===== config.mk =====
export PLATFORM = sky130hd
export DESIGN_NAME = cis_ctrl
export DESIGN_NICKNAME = d
export VERILOG_FILES = /design/src/rtl/cpu_instruction_step_core_assert.svh /design/src/rtl/cis_pkg.sv /design/src/rtl/cis_ctrl.sv
export SDC_FILE = /design/constraint.sdc
export NUM_CORES = 1
export LEC_CHECK = 0
export BUFFER_PORTS_ARGS = -buffer_cell sky130_fd_sc_hd__buf_4
export CAP_MARGIN = 15
export CELL_PAD_IN_SITES_DETAIL_PLACEMENT = 0
export CELL_PAD_IN_SITES_GLOBAL_PLACEMENT = 2
export CORE_ASPECT_RATIO = 0.7
export CORE_UTILIZATION = 30
export DETAILED_ROUTE_END_ITERATION = 7
export GPL_TIMING_DRIVEN = 0
export PLACE_DENSITY = 0.77
export REMOVE_ABC_BUFFERS = 1
export SLEW_MARGIN = 5
export SYNTH_ARGS = -nofsm -noshare
export SYNTH_HDL_FRONTEND = slang
export SYNTH_SLANG_ARGS = --single-unit

===== constraint.sdc =====
create_clock -name i_clk -period 2 [get_ports i_clk]
set_input_delay 0.1 -clock i_clk [delete_from_list [all_inputs] [get_ports i_clk]]
set_output_delay 0.1 -clock i_clk [all_outputs]
set_load 0.005 [all_outputs]

===== src/rtl/cpu_instruction_step_core_assert.svh =====
// Assertion macros shared by the instruction step core.
`ifndef CPU_INSTRUCTION_STEP_CORE_ASSERT_SVH
`define CPU_INSTRUCTION_STEP_CORE_ASSERT_SVH

// Check that a condition implies a consequence in the same cycle.
`define CIS_ASSERT_SAME(lbl, clk, rst_n, ante, cons, msg) \
    lbl: assert property (@(posedge clk) disable iff (!(rst_n)) (ante) |-> (cons)) \
        else $error(msg);

// Check that a condition implies a consequence in the next cycle.
`define CIS_ASSERT_NEXT(lbl, clk, rst_n, ante, cons, msg) \
    lbl: assert property (@(posedge clk) disable iff (!(rst_n)) (ante) |=> (cons)) \
        else $error(msg);

`endif


===== src/rtl/cis_pkg.sv =====
// Shared types, constants and the opcode decoder of the instruction step core.
`timescale 1ns / 1ps
package cis_pkg;

    // Item operation codes
    typedef enum logic [2:0] {
        OP_WRITE, OP_READ, OP_EXEC, OP_RESET, OP_IRQ, OP_NMI
    } t_op;

    // Status flag bit positions
    localparam int FL_C = 0;
    localparam int FL_Z = 1;
    localparam int FL_I = 2;
    localparam int FL_D = 3;
    localparam int FL_B = 4;
    localparam int FL_U = 5;
    localparam int FL_V = 6;
    localparam int FL_N = 7;

    localparam logic [15:0] VEC_IRQ    = 16'hFFFE;
    localparam logic [15:0] VEC_NMI    = 16'hFFFA;
    localparam logic [15:0] VEC_RST    = 16'hFFFC;
    localparam logic [7:0]  STACK_PAGE = 8'h01;
    localparam logic [7:0]  SP_RESET   = 8'hFD;

    typedef enum logic [5:0] {
        K_NONE, K_LDA, K_LDX, K_LDY, K_STA, K_STX, K_STY, K_TAX, K_TAY,
        K_TSX, K_TXA, K_TXS, K_TYA, K_PHA, K_PHP, K_PLA, K_PLP, K_DEC,
        K_DEX, K_DEY, K_INC, K_INX, K_INY, K_ADC, K_SBC, K_AND, K_EOR,
        K_ORA, K_ASL, K_ASLA, K_LSR, K_LSRA, K_ROL, K_ROLA, K_ROR, K_RORA,
        K_CLC, K_CLD, K_CLI, K_CLV, K_SEC, K_SED, K_SEI, K_CMP, K_CPX,
        K_CPY, K_BIT, K_BCC, K_BCS, K_BEQ, K_BMI, K_BNE, K_BPL, K_BVC,
        K_BVS, K_JMP, K_JSR, K_RTS, K_RTI, K_BRK, K_NOP
    } t_kind;

    typedef enum logic [3:0] {
        M_IMP, M_IMM, M_ZP, M_ZPX, M_ZPY, M_ABS, M_ABX, M_ABY,
        M_IND, M_IZX, M_IZY, M_REL
    } t_mode;

    typedef struct packed {
        t_kind      kind;
        t_mode      mode;
        logic [2:0] cyc;
    } t_dec;

    // Controller states
    typedef enum logic [5:0] {
        S_IDLE, S_MWR, S_MRD, S_MRD2, S_VRD, S_VLO, S_VPC,
        S_INT0, S_INT1, S_INT2, S_FETCH, S_IR, S_ADDR, S_A1, S_A2,
        S_PTR0, S_PTR1, S_PTR2, S_IND0, S_IND1, S_IND2, S_RDOP, S_OPND,
        S_EXEC, S_PULL1, S_PULL2, S_RR, S_RI2, S_RT2, S_RT3, S_JS2, S_DONE
    } t_state;

    // Datapath micro-operations
    typedef enum logic [4:0] {
        U_NOP, U_LATCH, U_MWR, U_MRD, U_RD_LATCH, U_RDEA, U_VLO, U_VEC_PC,
        U_RESET_PC, U_PUSH_PCH, U_PUSH_PCL, U_PUSH_P, U_FETCH, U_IR, U_HALT,
        U_ADDR, U_A1, U_A2, U_TMP_ZPINC, U_TMP_PGINC, U_EA_PTR, U_OPND,
        U_EXEC, U_PULL_RD, U_PULL_LATCH, U_RR, U_RI2, U_RT2, U_RT3, U_JS2
    } t_uop;

    typedef struct packed {
        t_uop uop;
        logic brk;
    } t_cmd;

    typedef struct packed {
        t_kind kind;
        t_mode mode;
        logic  flag_i;
        logic  running;
    } t_stat;

    // Opcode decoder: kind, addressing mode and base cycle count
    function automatic t_dec cis_decode(input logic [7:0] opc);
        t_dec d;
        d = '{K_NONE, M_IMP, 3'd0};
        unique case (opc)
            8'hA9: d = '{K_LDA, M_IMM, 3'd2};  8'hA5: d = '{K_LDA, M_ZP, 3'd3};
            8'hB5: d = '{K_LDA, M_ZPX, 3'd4};  8'hAD: d = '{K_LDA, M_ABS, 3'd4};
            8'hBD: d = '{K_LDA, M_ABX, 3'd4};  8'hB9: d = '{K_LDA, M_ABY, 3'd4};
            8'hA1: d = '{K_LDA, M_IZX, 3'd6};  8'hB1: d = '{K_LDA, M_IZY, 3'd5};
            8'hA2: d = '{K_LDX, M_IMM, 3'd2};  8'hA6: d = '{K_LDX, M_ZP, 3'd3};
            8'hB6: d = '{K_LDX, M_ZPY, 3'd4};  8'hAE: d = '{K_LDX, M_ABS, 3'd4};
            8'hBE: d = '{K_LDX, M_ABY, 3'd4};
            8'hA0: d = '{K_LDY, M_IMM, 3'd2};  8'hA4: d = '{K_LDY, M_ZP, 3'd3};
            8'hB4: d = '{K_LDY, M_ZPX, 3'd4};  8'hAC: d = '{K_LDY, M_ABS, 3'd4};
            8'hBC: d = '{K_LDY, M_ABX, 3'd4};
            8'h85: d = '{K_STA, M_ZP, 3'd3};   8'h95: d = '{K_STA, M_ZPX, 3'd4};
            8'h8D: d = '{K_STA, M_ABS, 3'd4};  8'h9D: d = '{K_STA, M_ABX, 3'd5};
            8'h99: d = '{K_STA, M_ABY, 3'd5};  8'h81: d = '{K_STA, M_IZX, 3'd6};
            8'h91: d = '{K_STA, M_IZY, 3'd6};
            8'h86: d = '{K_STX, M_ZP, 3'd3};   8'h96: d = '{K_STX, M_ZPY, 3'd4};
            8'h8E: d = '{K_STX, M_ABS, 3'd4};
            8'h84: d = '{K_STY, M_ZP, 3'd3};   8'h94: d = '{K_STY, M_ZPX, 3'd4};
            8'h8C: d = '{K_STY, M_ABS, 3'd4};
            8'hAA: d = '{K_TAX, M_IMP, 3'd2};  8'hA8: d = '{K_TAY, M_IMP, 3'd2};
            8'h8A: d = '{K_TXA, M_IMP, 3'd2};  8'h98: d = '{K_TYA, M_IMP, 3'd2};
            8'hBA: d = '{K_TSX, M_IMP, 3'd2};  8'h9A: d = '{K_TXS, M_IMP, 3'd2};
            8'h48: d = '{K_PHA, M_IMP, 3'd3};  8'h08: d = '{K_PHP, M_IMP, 3'd3};
            8'h68: d = '{K_PLA, M_IMP, 3'd4};  8'h28: d = '{K_PLP, M_IMP, 3'd4};
            8'hE6: d = '{K_INC, M_ZP, 3'd5};   8'hF6: d = '{K_INC, M_ZPX, 3'd6};
            8'hEE: d = '{K_INC, M_ABS, 3'd6};  8'hFE: d = '{K_INC, M_ABX, 3'd7};
            8'hC6: d = '{K_DEC, M_ZP, 3'd5};   8'hD6: d = '{K_DEC, M_ZPX, 3'd6};
            8'hCE: d = '{K_DEC, M_ABS, 3'd6};  8'hDE: d = '{K_DEC, M_ABX, 3'd7};
            8'hE8: d = '{K_INX, M_IMP, 3'd2};  8'hC8: d = '{K_INY, M_IMP, 3'd2};
            8'hCA: d = '{K_DEX, M_IMP, 3'd2};  8'h88: d = '{K_DEY, M_IMP, 3'd2};
            8'h69: d = '{K_ADC, M_IMM, 3'd2};  8'h65: d = '{K_ADC, M_ZP, 3'd3};
            8'h75: d = '{K_ADC, M_ZPX, 3'd4};  8'h6D: d = '{K_ADC, M_ABS, 3'd4};
            8'h7D: d = '{K_ADC, M_ABX, 3'd4};  8'h79: d = '{K_ADC, M_ABY, 3'd4};
            8'h61: d = '{K_ADC, M_IZX, 3'd6};  8'h71: d = '{K_ADC, M_IZY, 3'd5};
            8'hE9: d = '{K_SBC, M_IMM, 3'd2};  8'hE5: d = '{K_SBC, M_ZP, 3'd3};
            8'hF5: d = '{K_SBC, M_ZPX, 3'd4};  8'hED: d = '{K_SBC, M_ABS, 3'd4};
            8'hFD: d = '{K_SBC, M_ABX, 3'd4};  8'hF9: d = '{K_SBC, M_ABY, 3'd4};
            8'hE1: d = '{K_SBC, M_IZX, 3'd6};  8'hF1: d = '{K_SBC, M_IZY, 3'd5};
            8'h29: d = '{K_AND, M_IMM, 3'd2};  8'h25: d = '{K_AND, M_ZP, 3'd3};
            8'h35: d = '{K_AND, M_ZPX, 3'd4};  8'h2D: d = '{K_AND, M_ABS, 3'd4};
            8'h3D: d = '{K_AND, M_ABX, 3'd4};  8'h39: d = '{K_AND, M_ABY, 3'd4};
            8'h21: d = '{K_AND, M_IZX, 3'd6};  8'h31: d = '{K_AND, M_IZY, 3'd5};
            8'h09: d = '{K_ORA, M_IMM, 3'd2};  8'h05: d = '{K_ORA, M_ZP, 3'd3};
            8'h15: d = '{K_ORA, M_ZPX, 3'd4};  8'h0D: d = '{K_ORA, M_ABS, 3'd4};
            8'h1D: d = '{K_ORA, M_ABX, 3'd4};  8'h19: d = '{K_ORA, M_ABY, 3'd4};
            8'h01: d = '{K_ORA, M_IZX, 3'd6};  8'h11: d = '{K_ORA, M_IZY, 3'd5};
            8'h49: d = '{K_EOR, M_IMM, 3'd2};  8'h45: d = '{K_EOR, M_ZP, 3'd3};
            8'h55: d = '{K_EOR, M_ZPX, 3'd4};  8'h4D: d = '{K_EOR, M_ABS, 3'd4};
            8'h5D: d = '{K_EOR, M_ABX, 3'd4};  8'h59: d = '{K_EOR, M_ABY, 3'd4};
            8'h41: d = '{K_EOR, M_IZX, 3'd6};  8'h51: d = '{K_EOR, M_IZY, 3'd5};
            8'h24: d = '{K_BIT, M_ZP, 3'd3};   8'h2C: d = '{K_BIT, M_ABS, 3'd4};
            8'h0A: d = '{K_ASLA, M_IMP, 3'd2}; 8'h06: d = '{K_ASL, M_ZP, 3'd5};
            8'h16: d = '{K_ASL, M_ZPX, 3'd6};  8'h0E: d = '{K_ASL, M_ABS, 3'd6};
            8'h1E: d = '{K_ASL, M_ABX, 3'd7};
            8'h4A: d = '{K_LSRA, M_IMP, 3'd2}; 8'h46: d = '{K_LSR, M_ZP, 3'd5};
            8'h56: d = '{K_LSR, M_ZPX, 3'd6};  8'h4E: d = '{K_LSR, M_ABS, 3'd6};
            8'h5E: d = '{K_LSR, M_ABX, 3'd7};
            8'h2A: d = '{K_ROLA, M_IMP, 3'd2}; 8'h26: d = '{K_ROL, M_ZP, 3'd5};
            8'h36: d = '{K_ROL, M_ZPX, 3'd6};  8'h2E: d = '{K_ROL, M_ABS, 3'd6};
            8'h3E: d = '{K_ROL, M_ABX, 3'd7};
            8'h6A: d = '{K_RORA, M_IMP, 3'd2}; 8'h66: d = '{K_ROR, M_ZP, 3'd5};
            8'h76: d = '{K_ROR, M_ZPX, 3'd6};  8'h6E: d = '{K_ROR, M_ABS, 3'd6};
            8'h7E: d = '{K_ROR, M_ABX, 3'd7};
            8'h18: d = '{K_CLC, M_IMP, 3'd2};  8'h38: d = '{K_SEC, M_IMP, 3'd2};
            8'h58: d = '{K_CLI, M_IMP, 3'd2};  8'h78: d = '{K_SEI, M_IMP, 3'd2};
            8'hB8: d = '{K_CLV, M_IMP, 3'd2};  8'hD8: d = '{K_CLD, M_IMP, 3'd2};
            8'hF8: d = '{K_SED, M_IMP, 3'd2};
            8'hC9: d = '{K_CMP, M_IMM, 3'd2};  8'hC5: d = '{K_CMP, M_ZP, 3'd3};
            8'hD5: d = '{K_CMP, M_ZPX, 3'd4};  8'hCD: d = '{K_CMP, M_ABS, 3'd4};
            8'hDD: d = '{K_CMP, M_ABX, 3'd4};  8'hD9: d = '{K_CMP, M_ABY, 3'd4};
            8'hC1: d = '{K_CMP, M_IZX, 3'd6};  8'hD1: d = '{K_CMP, M_IZY, 3'd5};
            8'hE0: d = '{K_CPX, M_IMM, 3'd2};  8'hE4: d = '{K_CPX, M_ZP, 3'd3};
            8'hEC: d = '{K_CPX, M_ABS, 3'd4};
            8'hC0: d = '{K_CPY, M_IMM, 3'd2};  8'hC4: d = '{K_CPY, M_ZP, 3'd3};
            8'hCC: d = '{K_CPY, M_ABS, 3'd4};
            8'h90: d = '{K_BCC, M_REL, 3'd2};  8'hB0: d = '{K_BCS, M_REL, 3'd2};
            8'hF0: d = '{K_BEQ, M_REL, 3'd2};  8'h30: d = '{K_BMI, M_REL, 3'd2};
            8'hD0: d = '{K_BNE, M_REL, 3'd2};  8'h10: d = '{K_BPL, M_REL, 3'd2};
            8'h50: d = '{K_BVC, M_REL, 3'd2};  8'h70: d = '{K_BVS, M_REL, 3'd2};
            8'h4C: d = '{K_JMP, M_ABS, 3'd3};  8'h6C: d = '{K_JMP, M_IND, 3'd5};
            8'h20: d = '{K_JSR, M_ABS, 3'd6};  8'h60: d = '{K_RTS, M_IMP, 3'd6};
            8'h40: d = '{K_RTI, M_IMP, 3'd6};  8'hEA: d = '{K_NOP, M_IMP, 3'd2};
            8'h00: d = '{K_BRK, M_IMP, 3'd7};
            default: d = '{K_NONE, M_IMP, 3'd0};
        endcase
        return d;
    endfunction

endpackage


===== src/rtl/cis_ctrl.sv =====
// Sequencer state machine of the instruction step core.
`timescale 1ns / 1ps
module cis_ctrl (
    input  logic           i_clk,
    input  logic           i_rst_n,
    input  logic           start,
    input  logic [2:0]     i_op,
    input  cis_pkg::t_stat i_stat,
    output logic           busy,
    output logic           o_done,
    output cis_pkg::t_cmd  o_cmd
);
    import cis_pkg::*;

    t_state r_state, n_state;
    logic   r_brk, r_rst;
    logic   goto_op;

    // Skip the operand read for stores and jumps
    always_comb begin
        case (i_stat.kind) inside
            K_STA, K_STX, K_STY, K_JMP, K_JSR: goto_op = 1'b0;
            default:                           goto_op = 1'b1;
        endcase
    end

    // Next state
    always_comb begin
        n_state = r_state;
        unique case (r_state)
            S_IDLE: begin
                if (start) begin
                    case (i_op)
                        OP_WRITE: n_state = S_MWR;
                        OP_READ:  n_state = S_MRD;
                        OP_EXEC:  n_state = i_stat.running ? S_FETCH : S_DONE;
                        OP_RESET: n_state = S_VRD;
                        OP_IRQ:   n_state = i_stat.flag_i ? S_DONE : S_INT0;
                        OP_NMI:   n_state = S_INT0;
                        default:  n_state = S_DONE;
                    endcase
                end
            end
            S_MWR:  n_state = S_DONE;
            S_MRD:  n_state = S_MRD2;
            S_MRD2: n_state = S_DONE;
            S_VRD:  n_state = S_VLO;
            S_VLO:  n_state = S_VPC;
            S_VPC:  n_state = S_DONE;
            S_INT0: n_state = S_INT1;
            S_INT1: n_state = S_INT2;
            S_INT2: n_state = S_VRD;
            S_FETCH: n_state = S_IR;
            S_IR:   n_state = S_ADDR;
            S_ADDR: begin
                if (i_stat.kind == K_NONE)      n_state = S_DONE;
                else if (i_stat.mode == M_IMP)  n_state = S_EXEC;
                else                            n_state = S_A1;
            end
            S_A1: begin
                case (i_stat.mode) inside
                    M_IMM, M_REL:               n_state = S_EXEC;
                    M_ABS, M_ABX, M_ABY, M_IND: n_state = S_A2;
                    M_IZX, M_IZY:               n_state = S_PTR0;
                    default:                    n_state = goto_op ? S_RDOP : S_EXEC;
                endcase
            end
            S_A2: begin
                if (i_stat.mode == M_IND) n_state = S_IND0;
                else                      n_state = goto_op ? S_RDOP : S_EXEC;
            end
            S_PTR0: n_state = S_PTR1;
            S_PTR1: n_state = S_PTR2;
            S_PTR2: n_state = goto_op ? S_RDOP : S_EXEC;
            S_IND0: n_state = S_IND1;
            S_IND1: n_state = S_IND2;
            S_IND2: n_state = S_EXEC;
            S_RDOP: n_state = S_OPND;
            S_OPND: n_state = S_EXEC;
            S_EXEC: begin
                case (i_stat.kind) inside
                    K_PLA, K_PLP: n_state = S_PULL1;
                    K_RTS, K_RTI: n_state = S_RR;
                    K_JSR:        n_state = S_JS2;
                    K_BRK:        n_state = S_INT0;
                    default:      n_state = S_DONE;
                endcase
            end
            S_PULL1: n_state = S_PULL2;
            S_PULL2: n_state = S_DONE;
            S_RR:   n_state = (i_stat.kind == K_RTI) ? S_RI2 : S_RT2;
            S_RI2:  n_state = S_RT2;
            S_RT2:  n_state = S_RT3;
            S_RT3:  n_state = S_DONE;
            S_JS2:  n_state = S_DONE;
            S_DONE: n_state = S_IDLE;
            default: n_state = S_IDLE;
        endcase
    end

    // Outputs
    always_comb begin
        o_cmd.brk = r_brk;
        o_cmd.uop = U_NOP;
        busy      = (r_state != S_IDLE);
        o_done    = (r_state == S_DONE);
        unique case (r_state)
            S_IDLE:  o_cmd.uop = start ? U_LATCH : U_NOP;
            S_MWR:   o_cmd.uop = U_MWR;
            S_MRD:   o_cmd.uop = U_MRD;
            S_MRD2:  o_cmd.uop = U_RD_LATCH;
            S_VRD:   o_cmd.uop = U_RDEA;
            S_VLO:   o_cmd.uop = U_VLO;
            S_VPC:   o_cmd.uop = r_rst ? U_RESET_PC : U_VEC_PC;
            S_INT0:  o_cmd.uop = U_PUSH_PCH;
            S_INT1:  o_cmd.uop = U_PUSH_PCL;
            S_INT2:  o_cmd.uop = U_PUSH_P;
            S_FETCH: o_cmd.uop = U_FETCH;
            S_IR:    o_cmd.uop = U_IR;
            S_ADDR:  o_cmd.uop = (i_stat.kind == K_NONE) ? U_HALT : U_ADDR;
            S_A1:    o_cmd.uop = U_A1;
            S_A2:    o_cmd.uop = U_A2;
            S_PTR0:  o_cmd.uop = U_RDEA;
            S_PTR1:  o_cmd.uop = U_TMP_ZPINC;
            S_PTR2:  o_cmd.uop = U_EA_PTR;
            S_IND0:  o_cmd.uop = U_RDEA;
            S_IND1:  o_cmd.uop = U_TMP_PGINC;
            S_IND2:  o_cmd.uop = U_EA_PTR;
            S_RDOP:  o_cmd.uop = U_RDEA;
            S_OPND:  o_cmd.uop = U_OPND;
            S_EXEC:  o_cmd.uop = U_EXEC;
            S_PULL1: o_cmd.uop = U_PULL_RD;
            S_PULL2: o_cmd.uop = U_PULL_LATCH;
            S_RR:    o_cmd.uop = U_RR;
            S_RI2:   o_cmd.uop = U_RI2;
            S_RT2:   o_cmd.uop = U_RT2;
            S_RT3:   o_cmd.uop = U_RT3;
            S_JS2:   o_cmd.uop = U_JS2;
            S_DONE:  o_cmd.uop = U_NOP;
            default: o_cmd.uop = U_NOP;
        endcase
    end

    // Advance state; track break and reset sequences
    always_ff @(posedge i_clk) begin
        if (!i_rst_n) begin
            r_state <= S_IDLE;
            r_brk   <= 1'b0;
            r_rst   <= 1'b0;
        end else begin
            r_state <= n_state;
            if (r_state == S_IDLE && start) begin
                r_brk <= 1'b0;
                r_rst <= (i_op == OP_RESET);
            end else if (r_state == S_EXEC) begin
                r_brk <= (i_stat.kind == K_BRK);
            end
        end
    end

endmodule


==> impl_results.rst, run 1 <==
.. list-table::
   :header-rows: 1

   * - Metric
     - Value
   * - Run status
     - finished, final reports clean
   * - Antenna diode instance count
     - 0
   * - Design Area, Final
     - 1516 um2
   * - Share of cells above drive strength 1
     - roughly a quarter
   * - Worst hold-check path type
     - input port to flop
   * - Routed WL
     - around 4200 um
   * - Deepest level of the CTS H-tree
     - 1
   * - Total setup violations reported at the end of the flow
     - 0
   * - Mean area per synthesized cell
     - approximately 6.8 um2
   * - Startpoint of the tightest hold check path
     - i_rst_n
   * - Critical path class
     - flop to primary output
   * - Crit path buf inv count
     - 1
   * - Endpoint of the most critical register-to-register path
     - r_state[3]$_SDFFE_PN0P_
   * - Number of buffers added by the clock tree synthesis step
     - 3
   * - Maximum number of pins on one net before global-route repair
     - 37
   * - Number of distinct library cells after synthesis
     - 56
   * - Most frequent cells in the layout
     - sky130_fd_sc_hd__buf_4, sky130_fd_sc_hd__a21oi_1, sky130_fd_sc_hd__nor2_1, sky130_fd_sc_hd__nand2_1, sky130_fd_sc_hd__o21ai_0
   * - Unrepaired setup endpoints after global routing
     - false
   * - Mux share of post-synthesis cell area
     - 0%
   * - Vias
     - around 1500
   * - Worst-case vdd ir drop
     - roughly 0.79 mV
   * - Vias per std cell
     - between 5 and 6
   * - Leftover overflow at the end of global routing
     - 0
   * - Worst reg-to-reg path cell count
     - 5
   * - Upper clock frequency limit
     - 0.5431 GHz
   * - Area of the mapped netlist
     - 1308 um2
   * - Register-to-Register Setup Slack
     - between 0.3 and 0.4 ns
   * - Die area
     - between 4000 and 5000 um2
   * - Seq/Total Area, Yosys
     - approximately 11%
   * - Starting Density
     - 32.35%
   * - Total of buffers placed on input and output ports
     - 25
   * - Register bit count reported by yosys
     - 7
   * - Clock tree from TritonCTS
     - built
   * - Main flop type after synthesis
     - sky130_fd_sc_hd__dfxtp_1
   * - Worst slack at placement
     - -0.3834 ns
   * - Number of enable flip-flop cells after synthesis
     - 0
   * - Utilization after layout
     - 37.52%
   * - Mean routed wirelength per cell
     - about 16 um
   * - Number of cells traversed by the worst hold path
     - 2
   * - Number of primary I/O pins
     - 26
   * - Site row count
     - 19
   * - Master of the slowest instance on the critical path
     - sky130_fd_sc_hd__or3b_2
   * - Least setup slack across all paths after layout
     - roughly 0.16 ns
   * - Post-CTS setup buffers
     - 0
   * - Worst Max-Slew Pin Slew
     - between 0.4 and 0.5 ns
   * - Count of final max-slew check failures
     - 0
   * - Sink of the worst hold path
     - r_rst$_SDFFE_PN0P_
   * - Cell-by-cell trace of the critical path
     - or3b_2, a21oi_1, nor2_1, nor2_1, o211ai_1, buf_4
   * - Max incr delay on CP
     - approximately 0.49 ns
   * - Post-synthesis share of cell area spent on xor and xnor gates
     - around 2.0%
   * - Time the final worst path needs with I/O delays and setup
     - about 1.8 ns
   * - Warnings, synthesis
     - 0
   * - Global-route usage over all layers
     - between 10% and 20%
   * - Setup total negative slack
     - 0 ns
   * - Remaining max-slew budget at the tightest pin
     - between 60% and 70%
   * - Pwr per Cell Area
     - ~1200 nW/um2
   * - Iteration-0 DRC count of the detailed router
     - 196
   * - Synthesized instance count
     - 193
   * - Category of the worst setup path capture point
     - primary output
   * - Most common library cell in the layout ignoring fill and taps
     - sky130_fd_sc_hd__buf_4
   * - Library cell appearing most often on the critical path
     - sky130_fd_sc_hd__nor2_1
   * - Worst EP arrival
     - between 1.5 and 2 ns
   * - Asr flop ratio synth
     - 0%
   * - Number of hold violations in the final report
     - 0
   * - Sum of internal, switching and leakage power
     - approximately 0.0019 W
   * - Area fraction in and, or, nand and nor cells after synthesis
     - about 38%
   * - Worst setup SP type
     - flop
   * - Clock root buffer
     - sky130_fd_sc_hd__clkbuf_8
   * - Clock slew at reported path FFs
     - 0.05 ns
   * - GP Congestion
     - approximately 0.93
   * - Leakage power
     - ~0.53 nW
   * - Startpoint of the lowest-slack register-to-register path
     - r_state[3]$_SDFFE_PN0P_
   * - Core area
     - 4041 um2
   * - Post-Synth Adder-Cell Area
     - 0%
   * - Delay-heaviest family, CP
     - simple AND/OR/NAND/NOR gates
   * - Number of nets still failing antenna checks after routing
     - 0
   * - First-pass GRT wire length
     - 6831 um
   * - Number of global-route vias before repair
     - ~1300
   * - Placed cell area
     - 1443 um2
   * - Largest family of logic cells by synthesized area
     - compound AO/OA/AOI/OAI gates
   * - Clock Skew
     - 0.004170 ns
   * - Detailed Place HPWL
     - just over 3000 um
   * - Pre-antenna DRT Iters
     - 4
   * - Clock latency reported for the late side of the worst-skew pair
     - 0.23 ns
   * - Die outline height
     - between 50 and 60 um
   * - Number of antenna violations at the first check in global routing
     - 0
   * - Synthesized-area fraction occupied by ao, oa, aoi and oai cells
     - 38.56%
   * - Buffer depth of the longest clock path
     - 2
   * - Highest net fanout along the worst path
     - 22
   * - CTS Sinks
     - 7
   * - Signed area change from the synthesized netlist to the final layout
     - 15.98%
   * - Required time of the critical path
     - 1.90 ns
   * - Final nets
     - between 200 and 250
   * - Total of max-cap violations
     - 0
   * - Final period utilization
     - 92.06%
   * - Die width
     - 80.91 um
   * - Residual DRC
     - 0
[how the worst max path moves through the flow]
| stage | slack, ns | start | cells after the start | to |
|---|---|---|---|---|
| after floorplan | 0.14 | r_state[4]$_SDFFE_PN0P_ | 4 | r_state[3]$_SDFFE_PN0P_ |
| after global placement | -0.40 | r_state[4]$_SDFFE_PN0P_ | 4 | r_state[3]$_SDFFE_PN0P_ |
| after detailed placement | -0.38 | r_state[4]$_SDFFE_PN0P_ | 4 | r_state[3]$_SDFFE_PN0P_ |
| after CTS | 0.02 | r_state[0]$_SDFFE_PN0P_ | 5 | o_cmd[1] |
| after global routing | 0.04 | r_state[1]$_SDFFE_PN0P_ | 6 | o_cmd[1] |
| final | 0.16 | r_state[1]$_SDFFE_PN0P_ | 6 | o_cmd[1] |
[area by class of cell]
class	instances	area (um2)
clock inverter	1	5.005
timing repair buffer	25	187.7
clock buffer	3	41.29
multi-input combinational	165	1036
tap	52	65.06
sequential	7	158.9
fill	450	2525
inverter	6	22.52
[registers in the layout, indices dropped and copies added (netlist names)]
name,flops
r_brk,1
r_rst,1
r_state,5
[kinds of logic after synthesis]
group | after synthesis
buffers and inverters | 21
and+or+nand+nor | 87
DFF | 7
AOI/OAI and AO/OA | 75
xor gates and xnor gates | 3
[what timing repair did]
item / 4_1_cts / 5_1_grt
setup endpoints to repair: 12 / 7
gates resized for setup: 6 / 6
hold buffers: 0 / 0
[synthesized netlist by cell type (2+ instances only)]
cell                        instances  area (um2)
sky130_fd_sc_hd__a32oi_1            2       17.52
sky130_fd_sc_hd__nor3_1             8       40.04
sky130_fd_sc_hd__a221oi_1           2       17.52
sky130_fd_sc_hd__o21ai_1            2       10.01
sky130_fd_sc_hd__o21ai_0           15       75.07
sky130_fd_sc_hd__dfxtp_1            7       140.1
sky130_fd_sc_hd__a21oi_1           21       105.1
sky130_fd_sc_hd__nand4_1            2       12.51
sky130_fd_sc_hd__nand2_1           16       60.06
sky130_fd_sc_hd__or2_2              3       18.77
sky130_fd_sc_hd__a211oi_2           2       25.02
sky130_fd_sc_hd__nand3_1            4       20.02
sky130_fd_sc_hd__a31oi_1            6       37.54
sky130_fd_sc_hd__xor2_1             2       17.52
sky130_fd_sc_hd__nor2_1            19       71.32
sky130_fd_sc_hd__clkbuf_8           4       55.05
sky130_fd_sc_hd__and3_1             4       25.02
sky130_fd_sc_hd__a22oi_1            2       15.01
sky130_fd_sc_hd__buf_2              5       25.02
sky130_fd_sc_hd__nand2b_1           8       50.05
sky130_fd_sc_hd__nor2b_1            7       43.79
sky130_fd_sc_hd__a311oi_1           4       35.03
sky130_fd_sc_hd__o211ai_1           2       15.01
sky130_fd_sc_hd__nand3b_1           2       15.01
sky130_fd_sc_hd__a41oi_1            3       26.28
sky130_fd_sc_hd__inv_1              6       22.52
sky130_fd_sc_hd__a2bb2oi_1          2       17.52
sky130_fd_sc_hd__clkbuf_1           2       7.510
sky130_fd_sc_hd__buf_4              3       22.52
sky130_fd_sc_hd__o2bb2ai_1          2       17.52
[stage by stage]
step	std cells	hold WS, ns
after floorplan	178	0.2282
after global placement	255	0.3367
after detailed placement	255	0.3379
after CTS	259	0.1051
after global routing	259	0.1387
final	259	0.1091
[metal layers]
metal / vias to the layer above / share of wire (%) / global-route usage (%)
met3: 0 / 7.7 / 2.880
li1: 761 / - / -
met5: - / 0 / 0
met4: 0 / 0 / 1.020
met1: 685 / 52 / 30.88
met2: 74 / 41 / 25.69
[power by group]
group / switching (W) / internal [W] / total (W)
Combinational: 0.000601 / 0.000540 / 0.00114
Sequential: 0.000300 / 0.000209 / 0.000509
Clock: 0.0000697 / 0.000136 / 0.000205
Power figures use the tool's default switching activity.
==> inputs of run 2 (changes only) <==
--- a/config.mk
+++ b/config.mk
@@ -11,6 +11,7 @@
 export CELL_PAD_IN_SITES_GLOBAL_PLACEMENT = 2
 export CORE_ASPECT_RATIO = 0.7
 export CORE_UTILIZATION = 30
+export CTS_CLUSTER_DIAMETER = 60
 export DETAILED_ROUTE_END_ITERATION = 7
 export GPL_TIMING_DRIVEN = 0
 export PLACE_DENSITY = 0.77
==> constraint.sdc (replaced) <==
create_clock -name i_clk -period 1.7 [get_ports i_clk]
set_input_delay 0.085 -clock i_clk [delete_from_list [all_inputs] [get_ports i_clk]]
set_output_delay 0.085 -clock i_clk [all_outputs]
set_load 0.005 [all_outputs]
==> impl_results.rst, run 2 (synthesis gave the netlist of run 1 again) <==
.. list-table::
   :header-rows: 1

   * - Metric
     - Value
   * - Total setup violations reported at the end of the flow
     - 0
   * - Internal power component
     - roughly 0.0013 W
   * - Number of buffers added by the clock tree synthesis step
     - 3
   * - Remaining max-slew budget at the tightest pin
     - between 70% and 80%
   * - Largest register FFs
     - 5
   * - Share of cells above drive strength 1
     - about a third
   * - Number of primary I/O pins
     - 26
   * - Maximum number of pins on one net before global-route repair
     - 37
   * - Count of hold buffers inserted by post-cts repair
     - 0
   * - Register area
     - about 160 um2
   * - Global-route usage over all layers
     - approximately a fifth
   * - Most common library cell in the layout ignoring fill and taps
     - sky130_fd_sc_hd__buf_4
   * - Leftover overflow at the end of global routing
     - 0
   * - Register with the most flip-flops
     - r_state
   * - Leakage power
     - around 0.6 nW
   * - Iteration-0 DRC count of the detailed router
     - 127
   * - Unrepaired setup endpoints after global routing
     - true
   * - Clock tree from TritonCTS
     - built
   * - Least setup slack across all paths after layout
     - around 0.039 ns
   * - Worst EP arrival
     - around 1.6 ns
   * - Worst slack at placement
     - -0.6834 ns
   * - Relative contribution of combinational cells to total power
     - between 70 and 80%
   * - Number of nets still failing antenna checks after routing
     - 0
   * - Signed area change from the synthesized netlist to the final layout
     - 29.67%
   * - Category of the worst setup path capture point
     - primary output
   * - Worst-case vdd ir drop
     - 0.8291 mV
   * - Register-to-Register Setup Slack
     - around 0.090 ns
   * - Starting Density
     - 32.35%
   * - Vias
     - around 1600
   * - Utilization after layout
     - 41.95%
   * - Highest net fanout along the worst path
     - 11
   * - Number of antenna violations at the first check in global routing
     - 0
   * - Global routing met2 resource utilization
     - between 30% and 40%
   * - Switch share
     - 50.66%
   * - Run status
     - finished, final reports clean
   * - Worst setup SP type
     - flop
   * - Worst hold margin
     - 0.1139 ns
   * - Switching power
     - roughly 0.0013 W
   * - First-pass GRT wire length
     - between 7000 and 8000 um
   * - Required time of the critical path
     - 1.62 ns
   * - Most frequent cells in the layout
     - sky130_fd_sc_hd__buf_4, sky130_fd_sc_hd__a21oi_1, sky130_fd_sc_hd__nand2_1, sky130_fd_sc_hd__nor2_1, sky130_fd_sc_hd__o21ai_0
   * - Residual DRC
     - 0
   * - Clock Skew
     - around 0.006 ns
   * - Endpoint of the most critical register-to-register path
     - r_state[4]$_SDFFE_PN0P_
   * - Die outline height
     - between 50 and 60 um
   * - Fill cell total of the finished layout
     - 428
   * - Critical path class
     - flop to primary output
   * - Design Area, Final
     - about 1700 um2
   * - Count of final max-slew check failures
     - 0
   * - Largest registers
     - r_state x5, r_brk x1, r_rst x1
   * - Sink of the worst hold path
     - r_rst$_SDFFE_PN0P_
   * - Deepest level of the CTS H-tree
     - 1
   * - Routed WL
     - between 4000 and 5000 um
   * - Core area
     - just over 4000 um2
   * - Upper clock frequency limit
     - 0.6019 GHz
   * - Clock latency reported for the late side of the worst-skew pair
     - about 0.23 ns
   * - Vias per std cell
     - between 5 and 6
   * - Clock root buffer
     - sky130_fd_sc_hd__clkbuf_8
   * - Final period utilization
     - about 98%
   * - Site row count
     - 19
   * - Met3 Resource Use GR
     - between 4 and 5%
   * - Clock slew at reported path FFs
     - approximately 0.050 ns
   * - Placed cell area
     - about 1400 um2
   * - Total of buffers placed on input and output ports
     - 25
   * - Portion of total power attributed to sequential cells
     - approximately 17%
   * - Startpoint of the tightest hold check path
     - i_rst_n
   * - Worst hold-check path type
     - input port to flop
   * - Number of global-route vias before repair
     - between 1000 and 1500
   * - Pwr per Cell Area
     - ~1500 nW/um2
   * - Clock power frac
     - 9.5%
   * - Global Route met1 Usage
     - about a third
   * - Footprint of the multi-input gates
     - ~1100 um2
   * - Antenna diode instance count
     - 0
   * - Startpoint of the lowest-slack register-to-register path
     - r_state[1]$_SDFFE_PN0P_
   * - CTS Sinks
     - 7
   * - Pre-antenna DRT Iters
     - 4
   * - Worst Max-Slew Pin Slew
     - between 0.4 and 0.5 ns
   * - Buffer depth of the longest clock path
     - 2
   * - Final nets
     - 240
   * - GP Congestion
     - 0.9299
   * - Most congested layer reported by global routing
     - met1
   * - Worst reg-to-reg path cell count
     - 6
   * - Sum of internal, switching and leakage power
     - 0.002591 W
   * - Detailed Place HPWL
     - 3038 um
   * - Die width
     - between 80 and 90 um
   * - Mean routed wirelength per cell
     - around 17 um
   * - Die area
     - roughly 4600 um2
   * - Number of hold violations in the final report
     - 0
   * - Number of cells traversed by the worst hold path
     - 2
   * - Time the final worst path needs with I/O delays and setup
     - 1.661 ns
   * - Total of max-cap violations
     - 0
## run 2: worst max-delay path: stages (launching register included)
cell and delay [ns]:
sky130_fd_sc_hd__dfxtp_4 0.37, sky130_fd_sc_hd__buf_4 0.20, sky130_fd_sc_hd__nand2_1 0.18, sky130_fd_sc_hd__o21ai_0 0.13, sky130_fd_sc_hd__a311oi_1 0.30, sky130_fd_sc_hd__buf_4 0.16
## run 2: worst max-delay path by stage
| stage | from | end | slack, ns |
|---|---|---|---|
| final | r_state[1]$_SDFFE_PN0P_ | o_cmd[4] | 0.04 |
| after global routing | r_state[0]$_SDFFE_PN0P_ | o_cmd[1] | -0.04 |
| after CTS | r_state[1]$_SDFFE_PN0P_ | o_cmd[1] | 0.003 |
| after detailed placement | r_state[4]$_SDFFE_PN0P_ | r_state[3]$_SDFFE_PN0P_ | -0.68 |
| after global placement | r_state[4]$_SDFFE_PN0P_ | r_state[3]$_SDFFE_PN0P_ | -0.70 |
| after floorplan | r_state[4]$_SDFFE_PN0P_ | r_state[3]$_SDFFE_PN0P_ | -0.16 |
## run 2: area by class of cell
cell class	instances	area share (%)
Multi-Input combinational cell	165	64.35
Timing Repair Buffer	39	18.15
Sequential cell	7	9.373
Tap cell	52	3.838
Clock buffer	3	2.435
Inverter	6	1.550
Clock inverter	1	0.2952
## run 2: power by group through the flow
stage / clock network [W] / registers [W] / logic (W)
2_1_floorplan: 0 / 0.000448 / 0.000908
3_3_place_gp: 0 / 0.000558 / 0.00132
3_5_place_dp: 0 / 0.000563 / 0.00132
4_1_cts: 0.000245 / 0.000461 / 0.00166
5_1_grt: 0.000259 / 0.000448 / 0.00207
6_report: 0.000246 / 0.000433 / 0.00191
## run 2: repair_timing
item / 4_1_cts / 5_1_grt
setup buffers: 9 / 5
pin swaps: 0 / 2
resized for setup: 16 / 15
endpoints found under the setup margin: 14 / 9
## run 2: layer usage
metal | up-vias | share of wire (%) | routed length [um]
met3 | 0 | 6.8 | 323
met5 | - | 0 | 0
met1 | 725 | 51 | 2445
li1 | 792 | - | -
met2 | 55 | 42 | 1997
met4 | 0 | 0 | 0
## run 2: through the flow
step | setup TNS [ns] | cells
4_1_cts | 0 | 268
3_3_place_gp | -5.207 | 255
3_5_place_dp | -5.252 | 255
5_1_grt | -0.06721 | 273
6_report | 0 | 273
2_1_floorplan | -0.2620 | 178
